--- config.mk ---
export PLATFORM = sky130hd
export DESIGN_NAME = percent_decode_stream
export DESIGN_NICKNAME = d
export VERILOG_FILES = /design/src/hw/rtl/pds_pkg.sv /design/src/hw/rtl/pds_front.sv /design/src/hw/rtl/pds_queue.sv /design/src/hw/rtl/pds_back.sv /design/src/hw/rtl/percent_decode_stream.sv
export SDC_FILE = /design/constraint.sdc
export NUM_CORES = 1
export LEC_CHECK = 0
export BUFFER_PORTS_ARGS = -buffer_cell sky130_fd_sc_hd__clkbuf_2
export CORE_ASPECT_RATIO = 0.6
export CORE_MARGIN = 3
export CORE_UTILIZATION = 61
export CTS_CLUSTER_DIAMETER = 40
export CTS_CLUSTER_SIZE = 8
export DETAILED_ROUTE_END_ITERATION = 7
export PLACE_DENSITY = 0.79
export RECOVER_POWER = 25
export SLEW_MARGIN = 0
export SYNTH_ARGS = -nofsm -noshare
export SYNTH_HDL_FRONTEND = slang
export SYNTH_SLANG_ARGS = --single-unit
export TNS_END_PERCENT = 30
--- constraint.sdc ---
create_clock -name clk -period 3.8 [get_ports clk]
set_clock_uncertainty 0.15 [all_clocks]
set_input_delay 0.76 -clock clk [delete_from_list [all_inputs] [get_ports clk]]
set_output_delay 0.76 -clock clk [all_outputs]
set_load 0.02 [all_outputs]
--- src/hw/rtl/pds_pkg.sv ---
// ----------------------------------------------------------------------------
// pds_pkg: shared types and constants for the percent-decode stream
// Holds the transfer payload types, the command passed from the front end to
// the back end, the held-escape state encoding and the hex digit helpers.
// ----------------------------------------------------------------------------
`default_nettype none

package pds_pkg;

  // Escape introducer character.
  localparam logic [7:0] PCT_CHAR = 8'h25;

  // Depth of the command queue between front end and back end.
  localparam int QDEPTH = 4;
  localparam int QPTR_W = $clog2(QDEPTH);
  localparam int QCNT_W = $clog2(QDEPTH + 1);

  // Most bytes one input transfer can produce.
  localparam int MAX_BYTES = 3;

  // Input transfer payload.
  typedef struct packed {
    logic [7:0] in_byte;
    logic       in_last;
  } in_item_t;

  // Output transfer payload.
  typedef struct packed {
    logic [7:0] out_byte;
    logic       out_last;
  } out_item_t;

  // One classified input: up to three bytes to emit, in order from index 0.
  typedef struct packed {
    logic [MAX_BYTES-1:0][7:0] bytes;
    logic [1:0]                count;
    logic                      last;
  } cmd_t;

  // What the front end is holding between transfers.
  typedef enum logic [1:0] {
    HELD_NONE  = 2'd0,
    HELD_PCT   = 2'd1,
    HELD_DIGIT = 2'd2
  } held_t;

  // True when the byte is a hex digit of either case.
  function automatic logic is_hex(input logic [7:0] c);
    is_hex = ((c >= 8'h30) && (c <= 8'h39)) ||
             ((c >= 8'h41) && (c <= 8'h46)) ||
             ((c >= 8'h61) && (c <= 8'h66));
  endfunction

  // Nibble value of a hex digit; the result is meaningless for other bytes.
  function automatic logic [3:0] hex_nibble(input logic [7:0] c);
    logic [7:0] v;
    if (c <= 8'h39) begin
      v = c - 8'h30;
    end else if (c <= 8'h46) begin
      v = c - 8'h37;
    end else begin
      v = c - 8'h57;
    end
    hex_nibble = v[3:0];
  endfunction

endpackage

`default_nettype wire

--- src/hw/rtl/pds_front.sv ---
// ----------------------------------------------------------------------------
// pds_front: input classifier
// Accepts one raw byte per transfer, tracks a pending escape and turns every
// input into a command of zero to three bytes for the back end.
// ----------------------------------------------------------------------------
`default_nettype none

module pds_front
  import pds_pkg::*;
(
  input  wire logic     clk,
  input  wire logic     rst,
  input  wire logic     in_valid,
  output logic          in_ready,
  input  wire in_item_t in_data,
  input  wire logic     q_full,
  output logic          q_push,
  output cmd_t          q_cmd
);

  held_t      state;
  held_t      state_next;
  logic [7:0] held_digit;
  logic       accept;
  logic       b_hex;
  logic       b_pct;
  logic       b_last;
  logic [7:0] b;

  assign b      = in_data.in_byte;
  assign b_last = in_data.in_last;
  assign b_hex  = is_hex(b);
  assign b_pct  = (b == PCT_CHAR);

  assign in_ready = !q_full;
  assign accept   = in_valid && in_ready;

  // Next held state.
  always_comb begin
    state_next = HELD_NONE;
    unique case (state)
      HELD_PCT: begin
        if (b_hex && !b_last) begin
          state_next = HELD_DIGIT;
        end else if (b_pct && !b_last) begin
          state_next = HELD_PCT;
        end
      end
      HELD_DIGIT: begin
        if (!b_hex && b_pct && !b_last) begin
          state_next = HELD_PCT;
        end
      end
      default: begin
        if (b_pct && !b_last) begin
          state_next = HELD_PCT;
        end
      end
    endcase
  end

  // Bytes released by this input.
  always_comb begin
    q_cmd       = '0;
    q_cmd.last  = b_last;
    unique case (state)
      HELD_PCT: begin
        if (!(b_hex && !b_last)) begin
          q_cmd.bytes[0] = PCT_CHAR;
          if (b_pct && !b_last) begin
            q_cmd.count = 2'd1;
          end else begin
            q_cmd.bytes[1] = b;
            q_cmd.count    = 2'd2;
          end
        end
      end
      HELD_DIGIT: begin
        if (b_hex) begin
          q_cmd.bytes[0] = {hex_nibble(held_digit), hex_nibble(b)};
          q_cmd.count    = 2'd1;
        end else begin
          q_cmd.bytes[0] = PCT_CHAR;
          q_cmd.bytes[1] = held_digit;
          if (b_pct && !b_last) begin
            q_cmd.count = 2'd2;
          end else begin
            q_cmd.bytes[2] = b;
            q_cmd.count    = 2'd3;
          end
        end
      end
      default: begin
        if (!(b_pct && !b_last)) begin
          q_cmd.bytes[0] = b;
          q_cmd.count    = 2'd1;
        end
      end
    endcase
  end

  // Only commands that carry bytes enter the queue.
  assign q_push = accept && (q_cmd.count != 2'd0);

  // Held state register.
  always_ff @(posedge clk) begin
    if (rst) begin
      state <= HELD_NONE;
    end else if (accept) begin
      state <= state_next;
    end
  end

  // The first hex digit of an escape is kept until its partner arrives.
  always_ff @(posedge clk) begin
    if (accept && (state_next == HELD_DIGIT)) begin
      held_digit <= b;
    end
  end

endmodule

`default_nettype wire

--- src/hw/rtl/pds_queue.sv ---
// ----------------------------------------------------------------------------
// pds_queue: command queue
// A short first-in first-out buffer that lets the front end keep accepting
// while the back end is still serializing earlier commands.
// ----------------------------------------------------------------------------
`default_nettype none

module pds_queue
  import pds_pkg::*;
(
  input  wire logic clk,
  input  wire logic rst,
  input  wire logic push,
  input  wire cmd_t push_cmd,
  output logic      full,
  input  wire logic pop,
  output logic      head_valid,
  output cmd_t      head_cmd
);

  cmd_t              entries [QDEPTH];
  logic [QPTR_W-1:0] wr_ptr;
  logic [QPTR_W-1:0] rd_ptr;
  logic [QCNT_W-1:0] count;

  assign full       = (count == QCNT_W'(QDEPTH));
  assign head_valid = (count != '0);
  assign head_cmd   = entries[rd_ptr];

  // Write side storage.
  always_ff @(posedge clk) begin
    if (push) begin
      entries[wr_ptr] <= push_cmd;
    end
  end

  // Pointers and fill count.
  always_ff @(posedge clk) begin
    if (rst) begin
      wr_ptr <= '0;
      rd_ptr <= '0;
      count  <= '0;
    end else begin
      if (push) begin
        wr_ptr <= (wr_ptr == QPTR_W'(QDEPTH - 1)) ? '0 : wr_ptr + 1'b1;
      end
      if (pop) begin
        rd_ptr <= (rd_ptr == QPTR_W'(QDEPTH - 1)) ? '0 : rd_ptr + 1'b1;
      end
      if (push && !pop) begin
        count <= count + 1'b1;
      end else if (pop && !push) begin
        count <= count - 1'b1;
      end
    end
  end

endmodule

`default_nettype wire

--- src/hw/rtl/pds_back.sv ---
// ----------------------------------------------------------------------------
// pds_back: output serializer
// Walks the head command's bytes one per cycle, unless the output stalls, into
// a registered output stage and retires the command with its final byte.
// ----------------------------------------------------------------------------
`default_nettype none

module pds_back
  import pds_pkg::*;
(
  input  wire logic clk,
  input  wire logic rst,
  input  wire logic head_valid,
  input  wire cmd_t head_cmd,
  output logic      pop,
  output logic      out_valid,
  input  wire logic out_ready,
  output out_item_t out_data
);

  logic [1:0] idx;
  logic       load;
  logic       at_end;

  // The output register takes a byte when it is empty or being drained.
  assign load   = head_valid && (!out_valid || out_ready);
  assign at_end = (idx == (head_cmd.count - 2'd1));
  assign pop    = load && at_end;

  // Byte index within the head command.
  always_ff @(posedge clk) begin
    if (rst) begin
      idx <= '0;
    end else if (load) begin
      idx <= at_end ? 2'd0 : idx + 2'd1;
    end
  end

  // Output valid.
  always_ff @(posedge clk) begin
    if (rst) begin
      out_valid <= 1'b0;
    end else if (load) begin
      out_valid <= 1'b1;
    end else if (out_ready) begin
      out_valid <= 1'b0;
    end
  end

  // Output payload; the string end flag rides only on the last byte.
  always_ff @(posedge clk) begin
    if (load) begin
      out_data.out_byte <= head_cmd.bytes[idx];
      out_data.out_last <= head_cmd.last && at_end;
    end
  end

`ifndef SYNTHESIS
  // The queue never holds a command without bytes.
  a_head_nonempty: assert property (@(posedge clk) disable iff (rst)
    head_valid |-> (head_cmd.count != 2'd0))
    else $error("pds_back: empty command at queue head");

  // The index stays inside the head command.
  a_idx_in_range: assert property (@(posedge clk) disable iff (rst)
    head_valid |-> (idx < head_cmd.count))
    else $error("pds_back: byte index past end of command");

  // A stalled output register is never overwritten.
  a_no_overwrite: assert property (@(posedge clk) disable iff (rst)
    (out_valid && !out_ready) |-> !load)
    else $error("pds_back: output overwritten while stalled");

  // With nothing queued the index rests at the start of a command.
  a_idx_idle: assert property (@(posedge clk) disable iff (rst)
    !head_valid |-> (idx == 2'd0))
    else $error("pds_back: index not at zero while queue is empty");
`endif

endmodule

`default_nettype wire

--- src/hw/rtl/percent_decode_stream.sv ---
// ----------------------------------------------------------------------------
// percent_decode_stream: streaming URL percent decoder
// Decodes %XX escapes one raw byte per transfer; malformed or truncated
// escapes pass through literally and the string end flag follows the data.
// ----------------------------------------------------------------------------
//
//   Channel   Signals                          Payload
//   in        in_valid / in_ready / in_data    in_item_t  (in_byte, in_last)
//   out       out_valid / out_ready / out_data out_item_t (out_byte, out_last)
//
// One input transfer is accepted per cycle while the four-entry command queue
// has room. The serializer emits one output byte per cycle unless the output
// stalls; an input releasing three bytes holds the back end while the queue
// absorbs inputs. Bytes pass the queue and then the output register.
// Reset is synchronous; it clears the held escape, the queue and the output.
// Either side may stall at any time without loss of data.
// ----------------------------------------------------------------------------
`default_nettype none

module percent_decode_stream
  import pds_pkg::*;
(
  input  wire logic     clk,
  input  wire logic     rst,
  input  wire logic     in_valid,
  output logic          in_ready,
  input  wire in_item_t in_data,
  output logic          out_valid,
  input  wire logic     out_ready,
  output out_item_t     out_data
);

  logic q_full;
  logic q_push;
  cmd_t q_cmd;
  logic q_pop;
  logic q_head_valid;
  cmd_t q_head_cmd;

  // Classifier front end.
  pds_front u_front (
    .clk      (clk),
    .rst      (rst),
    .in_valid (in_valid),
    .in_ready (in_ready),
    .in_data  (in_data),
    .q_full   (q_full),
    .q_push   (q_push),
    .q_cmd    (q_cmd)
  );

  // Command queue.
  pds_queue u_queue (
    .clk        (clk),
    .rst        (rst),
    .push       (q_push),
    .push_cmd   (q_cmd),
    .full       (q_full),
    .pop        (q_pop),
    .head_valid (q_head_valid),
    .head_cmd   (q_head_cmd)
  );

  // Serializer back end.
  pds_back u_back (
    .clk        (clk),
    .rst        (rst),
    .head_valid (q_head_valid),
    .head_cmd   (q_head_cmd),
    .pop        (q_pop),
    .out_valid  (out_valid),
    .out_ready  (out_ready),
    .out_data   (out_data)
  );

endmodule

`default_nettype wire
* Word level (Yosys, flattened, before mapping)
Memory sizes are Yosys's and may differ from the RTL's. A register that Yosys moved wholly into a read port is not among the register bits.
Index checks and enable logic that the tools add are counted.
** Word-level totals
- Flip-flop bits (word level) :: 29
- Memory bits (writable) :: 108
- Bits of input ports :: 13
- Output and inout bits :: 11
- Word-level logic and storage cells :: 98
- Memories :: 1
** Cells by class
- Add/subtract/negate cells :: 12
- Magnitude comparators :: 9
- Equal/unequal tests :: 8
- Muxes and demuxes :: 31
- Reductions and logical operators :: 28
** Memory list
- u_queue.entries :: depth 4, width 27, rd ports 1, clocked after memory_dff 1, wr ports 1, RTL line pds_queue.sv:21 : cmd_t entries [QDEPTH];
** Operators with widths (count)
- 8-bit by 7-bit <= comparator with 1-bit output, second input constant :: 3
- 8-bit 2-to-1 mux :: 3
- 10-bit 2-to-1 mux :: 2
- 10-bit case mux with 2 select lines :: 1
- 18-bit 2-to-1 mux :: 1
- 8-bit binary-select mux with 2-bit select :: 1
- 8-bit by 7-bit greater-or-equal comparator with 1-bit output, second input constant :: 2
- 8-bit by 6-bit <= comparator with 1-bit output, second input constant :: 2
- 16-bit 2-to-1 mux :: 1
- 4-bit 2-to-1 mux :: 4
- 8-bit case mux with 2 select lines :: 1
- 4-bit by 3-bit subtractor with 4-bit output, second input constant :: 4
- 1-bit logical AND :: 15
- 2-bit 2-to-1 mux :: 7
- 2-bit == test, second input constant :: 4
- 8-bit by 6-bit == test with 1-bit output, second input constant :: 1
- 8-bit by 6-bit greater-or-equal comparator with 1-bit output, second input constant :: 1
- 4-bit by 1-bit subtractor with 4-bit output, second input constant :: 2
- 1-bit 2-to-1 mux :: 7
- 2-bit by 1-bit adder with 2-bit output, second input constant :: 3
- 1-bit zero test :: 6
- 3-bit 2-to-1 mux :: 2
- 2-bit nonzero test :: 3
- 2-bit case mux with 2 select lines :: 1
- other kinds (9) :: 11

* Longest topological paths before layout
- Word-level depth :: 13
- Gate-level depth with buffers :: 12
- Mapped depth without buffers :: 12

* Cells and area by module
Synthesis repeated with hierarchy kept, for this count alone.
** Unflattened totals
- Cells, all modules :: 378
- Area total of the unflattened synthesis :: 6127.1 µm²
** Modules (own cells, without submodules)
- pds_queue :: instances 1, cells each 185, area an instance 4385.5 µm², seq. area each 3423.3 µm²
- pds_front :: instances 1, cells each 133, area an instance 1108.6 µm², seq. area each 280.3 µm²
- pds_back :: instances 1, cells each 60, area an instance 633.1 µm², seq. area each 330.3 µm²

* Worst setup path after synthesis
Ideal clock, no wire load.
- Kind :: input to register
- From :: in in_data[2] in the netlist's numbering
- To :: reg u_queue.count[2]
- Setup time :: 0.071 ns
- Data arrival time :: 3.128 ns
- Data required time :: 3.579 ns
- Setup slack :: 0.451 ns
- Stages :: 12
- Path buffers :: 0
- Path through :: inv_1 -> ha_1 -> o21ba_2 -> o2111ai_2 -> nand3_1 -> a31oi_4 -> ha_1 -> inv_1 -> fa_1 -> xor2_1 -> or3_1 -> a21oi_1
** Between the ends
- Cells in the longest elaborated chain, start to end :: 12
- Elaborated cells on any way between the ends :: 27
- Classes of those cells :: order compare: 6; eq/ne: 1; mux: 7; reduce/logical: 13
** Ends and longest elaborated chain
- start: declaration :: RTL line percent_decode_stream.sv:27 : input wire in_item_t in_data,
- 8-bit by 6-bit greater-or-equal comparator with 1-bit output, or another cell as far along :: RTL line pds_pkg.sv:49 : is_hex = ((c >= 8'h30) && (c <= 8'h39)) ||
- 1-bit logical AND, on equally long branches :: RTL line pds_pkg.sv:49, pds_pkg.sv:50
- 1-bit logical OR :: RTL line pds_pkg.sv:49
- 1-bit logical OR :: RTL line pds_pkg.sv:50 : ((c >= 8'h41) && (c <= 8'h46)) ||
- 1-bit logical AND :: RTL line pds_front.sv:68 : if (!(b_hex && !b_last)) begin
- 18-bit 2-to-1 mux :: RTL line pds_front.sv:68
- 10-bit case mux with 2 select lines * :: RTL line pds_front.sv:66 : unique case (state)
- 2-bit nonzero test * :: RTL line pds_front.sv:103 : assign q_push = accept && (q_cmd.count != 2'd0);
- 1-bit logical AND * :: RTL line pds_front.sv:103
- via q_push :: RTL line percent_decode_stream.sv:34 : logic q_push;
- 1-bit zero test :: RTL line pds_queue.sv:52 : end else if (pop && !push) begin
- 1-bit logical AND :: RTL line pds_queue.sv:52
- 2-bit nonzero test (no source line)
- end signal: assignment :: RTL line pds_queue.sv:51 : count <= count + 1'b1;
- end signal: assignment :: RTL line pds_queue.sv:53 : count <= count - 1'b1;
- end: declaration :: RTL line pds_queue.sv:24 : logic [QCNT_W-1:0] count;
Mark *: on every way through the listed nets, which the timed path passes. The rest lies on a longest branch.
A chain may end at the register's enable or synchronous reset.

* Worst setup path after layout
Same ends and word-level chain as after synthesis.

==> flow_metrics.py <==
metrics = {
    "run_status": {
        "status": "completed",
    },
    "power_and_ir_drop": {
        "power.share.combinational_pct": 20.7,
        "p_per_area_nw_per_um2": 652.0,
        "leakage_nw": 2.422,
        "internal-power_mw": 3.225,
        "switchingPower_mw": 1.263,
        "clkPwrFrac_pct": 35.5,
        "p_seq_share_pct": 43.8,
        "switching_share_pct": 28.13,
        "ir_drop_mv": 0.3326,
    },
    "logic_synthesis": {
        "synth_edf_count": 125,
        "synth_nets": 400,
        "async_reset_ff_share_pct": 0,
        "yosysUniqueCellTypes": 55,
        "synth_ff_type": "edfxtp_1",
        "syn_area_um2": 6048,
        "avgSynthCellArea_um2": 16.30,
        "ys.warnings.count": 0,
        "ys_ff_latch": 139,
        "yosysSeqAreaShare_pct": 66.69,
        "syn_inst": 371,
    },
    "global_route": {
        "grt_start_max_net_pins": 28,
        "first_global_vias": 3290,
        "grt_pass1_wl_um": 19690,
        "grt_overflow": 0,
        "antenna_found_initial": 0,
        "track_usage_pct": 24.40,
    },
    "timing": {
        "tightest_slew_ns": 1.076,
        "drv_slew": 0,
        "hold_viol": 0,
        "setup_viol": 0,
        "fmax_mhz": 288.5,
        "fin_setup_tns_ns": 0,
        "relSlewSlack_pct": 28.01,
        "min_period_ns": 3.466,
        "min_period_over_period_pct": 91.22,
        "grt_setup_unrepaired": "false",
    },
    "floorplanning": {
        "start_util_pct": 64.40,
        "core_area_um2": 9392,
        "ios": 24,
        "dieArea_um2": 11190,
        "placementRows": 27,
        "die_height_um": 83.13,
        "die_x_um": 134.6,
    },
    "routing": {
        "ant_nets": 0,
        "routedWlPerCell_um": 22.78,
        "drt_iter0_markers": 662,
        "wl_um": 12690,
        "num_vias": 3431,
        "avgViaCountPerCell": 6.160,
        "drc": 0,
        "first_pass_iters": 6,
    },
    "finish": {
        "final_common_cell": "edfxtp_1",
        "syn_to_final_growth_pct": 13.80,
        "layout.nets": 443,
        "final_cell_mix": "edfxtp_1, mux4_2, clkbuf_1, inv_1, clkbuf_16",
        "antenna_cells": 0,
        "drive_gt1_share_pct": 17.56,
        "postLayoutCoreUtil_pct": 73.29,
        "finalNonFillerCells": 557,
    },
    "setup_path": {
        "critPathBufInv": 3,
        "cp-start-kind": "primary input",
        "cp-end-kind": "register",
        "critPathRequiredTime_ns": 3.99,
        "path_delay_family": "compound AO/OA/AOI/OAI gates",
        "worstPathMaxFanout": 7,
        "path_cells": "clkbuf_1, inv_1, ha_1, o311ai_0, nand3_1, a31oi_4, ha_1, inv_1, fa_1, xor2_1, or3_1, a21oi_1",
        "criticalPathCategory": "in2reg",
        "worst-endpoint-arrival_ns": 3.66,
        "slowest_delay_ns": 0.51,
        "slowest_stage": "o311ai_0",
    },
    "place": {
        "gp_congestion": 0.8790,
        "place.port_buffers": 23,
        "dp.final_hpwl_um": 8112,
        "post-place-cells": 525,
    },
    "clocking": {
        "clkLatencyLatePin_ns": 0.41,
        "clock_path_buffers": 2,
        "clk_pin_slew_ns": 0.06,
        "cts.sinks": 139,
        "ctsHoldBuffers": 0,
        "post_cts_buffers": 0,
        "cts-root-buf": "clkbuf_16",
        "htree_levels": 4,
        "cts_buffers": 17,
        "cts_tree": "done",
        "post_cts_resized": 0,
    },
    "flow_run": {
        "drv_cap": 0,
    },
    "worst_hold_path": {
        "hp-class": "reg2reg",
    },
}
## per-stage QoR
stage | area [um^2] | power, mW | worst slack [ns] | hold slack [ns]
floorplan | 6048 | 2.659 | 0.4510 | 0.3172
global placement | 6372 | 2.900 | 0.2541 | 0.3404
detailed placement | 6372 | 2.940 | 0.1572 | 0.3562
CTS | 6947 | 4.536 | 0.4109 | 0.3643
global route | 6883 | 4.684 | 0.1776 | 0.3889
finish | 6883 | 4.488 | 0.3335 | 0.3536
## cell type report
class                   count  area, um^2
clock buffers              17       425.4
clock inverters            15       148.9
fillers                   609        2509
inverters                  21       78.83
multi-input cells         198        1854
flip-flops and latches    139        4034
well taps                 130       162.7
repair buffers             37       178.9
## cell families (layout without fill, tap and decap cells)
group | Yosys count | after routing | synth area share [%]
muxes | 40 | 40 | 12.43
and+or+nand+nor | 79 | 79 | 7.282
AOI/OAI and AO/OA | 57 | 57 | 6.868
adders and majority gates | 16 | 16 | 3.434
buffers and inverters | 34 | 90 | 2.296
xor gates and xnor gates | 6 | 6 | 0.9932
DFF | 139 | 139 | 66.69
## Yosys cell counts, types with 2 or more instances
| library cell | count | area share [%] |
|---|---|---|
| dfxtp_1 | 14 | 4.6 |
| xor2_1 | 2 | 0.29 |
| and3_1 | 8 | 0.83 |
| inv_1 | 21 | 1.3 |
| buf_1 | 2 | 0.12 |
| nor4_1 | 2 | 0.21 |
| nand2b_1 | 7 | 0.72 |
| clkbuf_1 | 7 | 0.43 |
| nor2b_1 | 4 | 0.41 |
| mux2i_1 | 11 | 1.8 |
| mux4_2 | 25 | 9.3 |
| nor2_1 | 13 | 0.81 |
| nand2_1 | 12 | 0.74 |
| a22o_1 | 8 | 1.2 |
| o22ai_1 | 9 | 0.93 |
| a22oi_1 | 6 | 0.74 |
| nor3_1 | 7 | 0.58 |
| a21oi_1 | 9 | 0.74 |
| a21boi_0 | 2 | 0.25 |
| o21ai_0 | 9 | 0.74 |
| buf_2 | 2 | 0.17 |
| mux4_1 | 2 | 0.87 |
| xnor2_1 | 3 | 0.43 |
| nand3_1 | 7 | 0.58 |
| and2_1 | 11 | 1.1 |
| edfxtp_1 | 125 | 62 |
| ha_1 | 15 | 3.1 |
## path summary, 6_finish.rpt
path                          start           endpoint  slack [ns]  depth (start not counted)
hold / removal    u_queue.rd_ptr[1]  u_queue.rd_ptr[1]        0.35                          2
setup / recovery         in_data[2]   u_queue.count[2]        0.33                         12
hold reg to reg   u_queue.rd_ptr[1]  u_queue.rd_ptr[1]        0.35                          2
setup reg to reg   u_front.state[0]   u_queue.count[2]        0.40                         11
## power by group through the flow
| stage | Combinational (mW) | Sequential [mW] | Clock, mW |
|---|---|---|---|
| finish | 0.929 | 1.96 | 1.59 |
| global route | 1.01 | 1.99 | 1.69 |
| CTS | 0.955 | 1.97 | 1.61 |
| detailed placement | 0.943 | 2.00 | 0 |
| global placement | 0.917 | 1.98 | 0 |
| floorplan | 0.615 | 2.04 | 0 |
## tightest hold or removal path, cell delays in order (launching register included)
cell and delay [ns]:
dfxtp_1 0.31, nand2b_1 0.06, mux2i_1 0.08
## metal layers
metal  global-route usage, %  part of all wire, %
met1                   37.63                   44
met2                   34.23                   46
met3                   6.659                  8.9
met4                   7.856                  1.3
met5                       0                    0
## sequential cells by signal (all words and copies together), names as in the netlist, named ones only
| name | cells |
|---|---|
| u_back.idx | 2 |
| u_back.out_data | 9 |
| u_back.out_valid | 1 |
| u_front.held_digit | 8 |
| u_front.state | 2 |
| u_queue.count | 3 |
| u_queue.entries | 108 |
| u_queue.rd_ptr | 2 |
| u_queue.wr_ptr | 2 |
(Power assumes the default switching activity.)
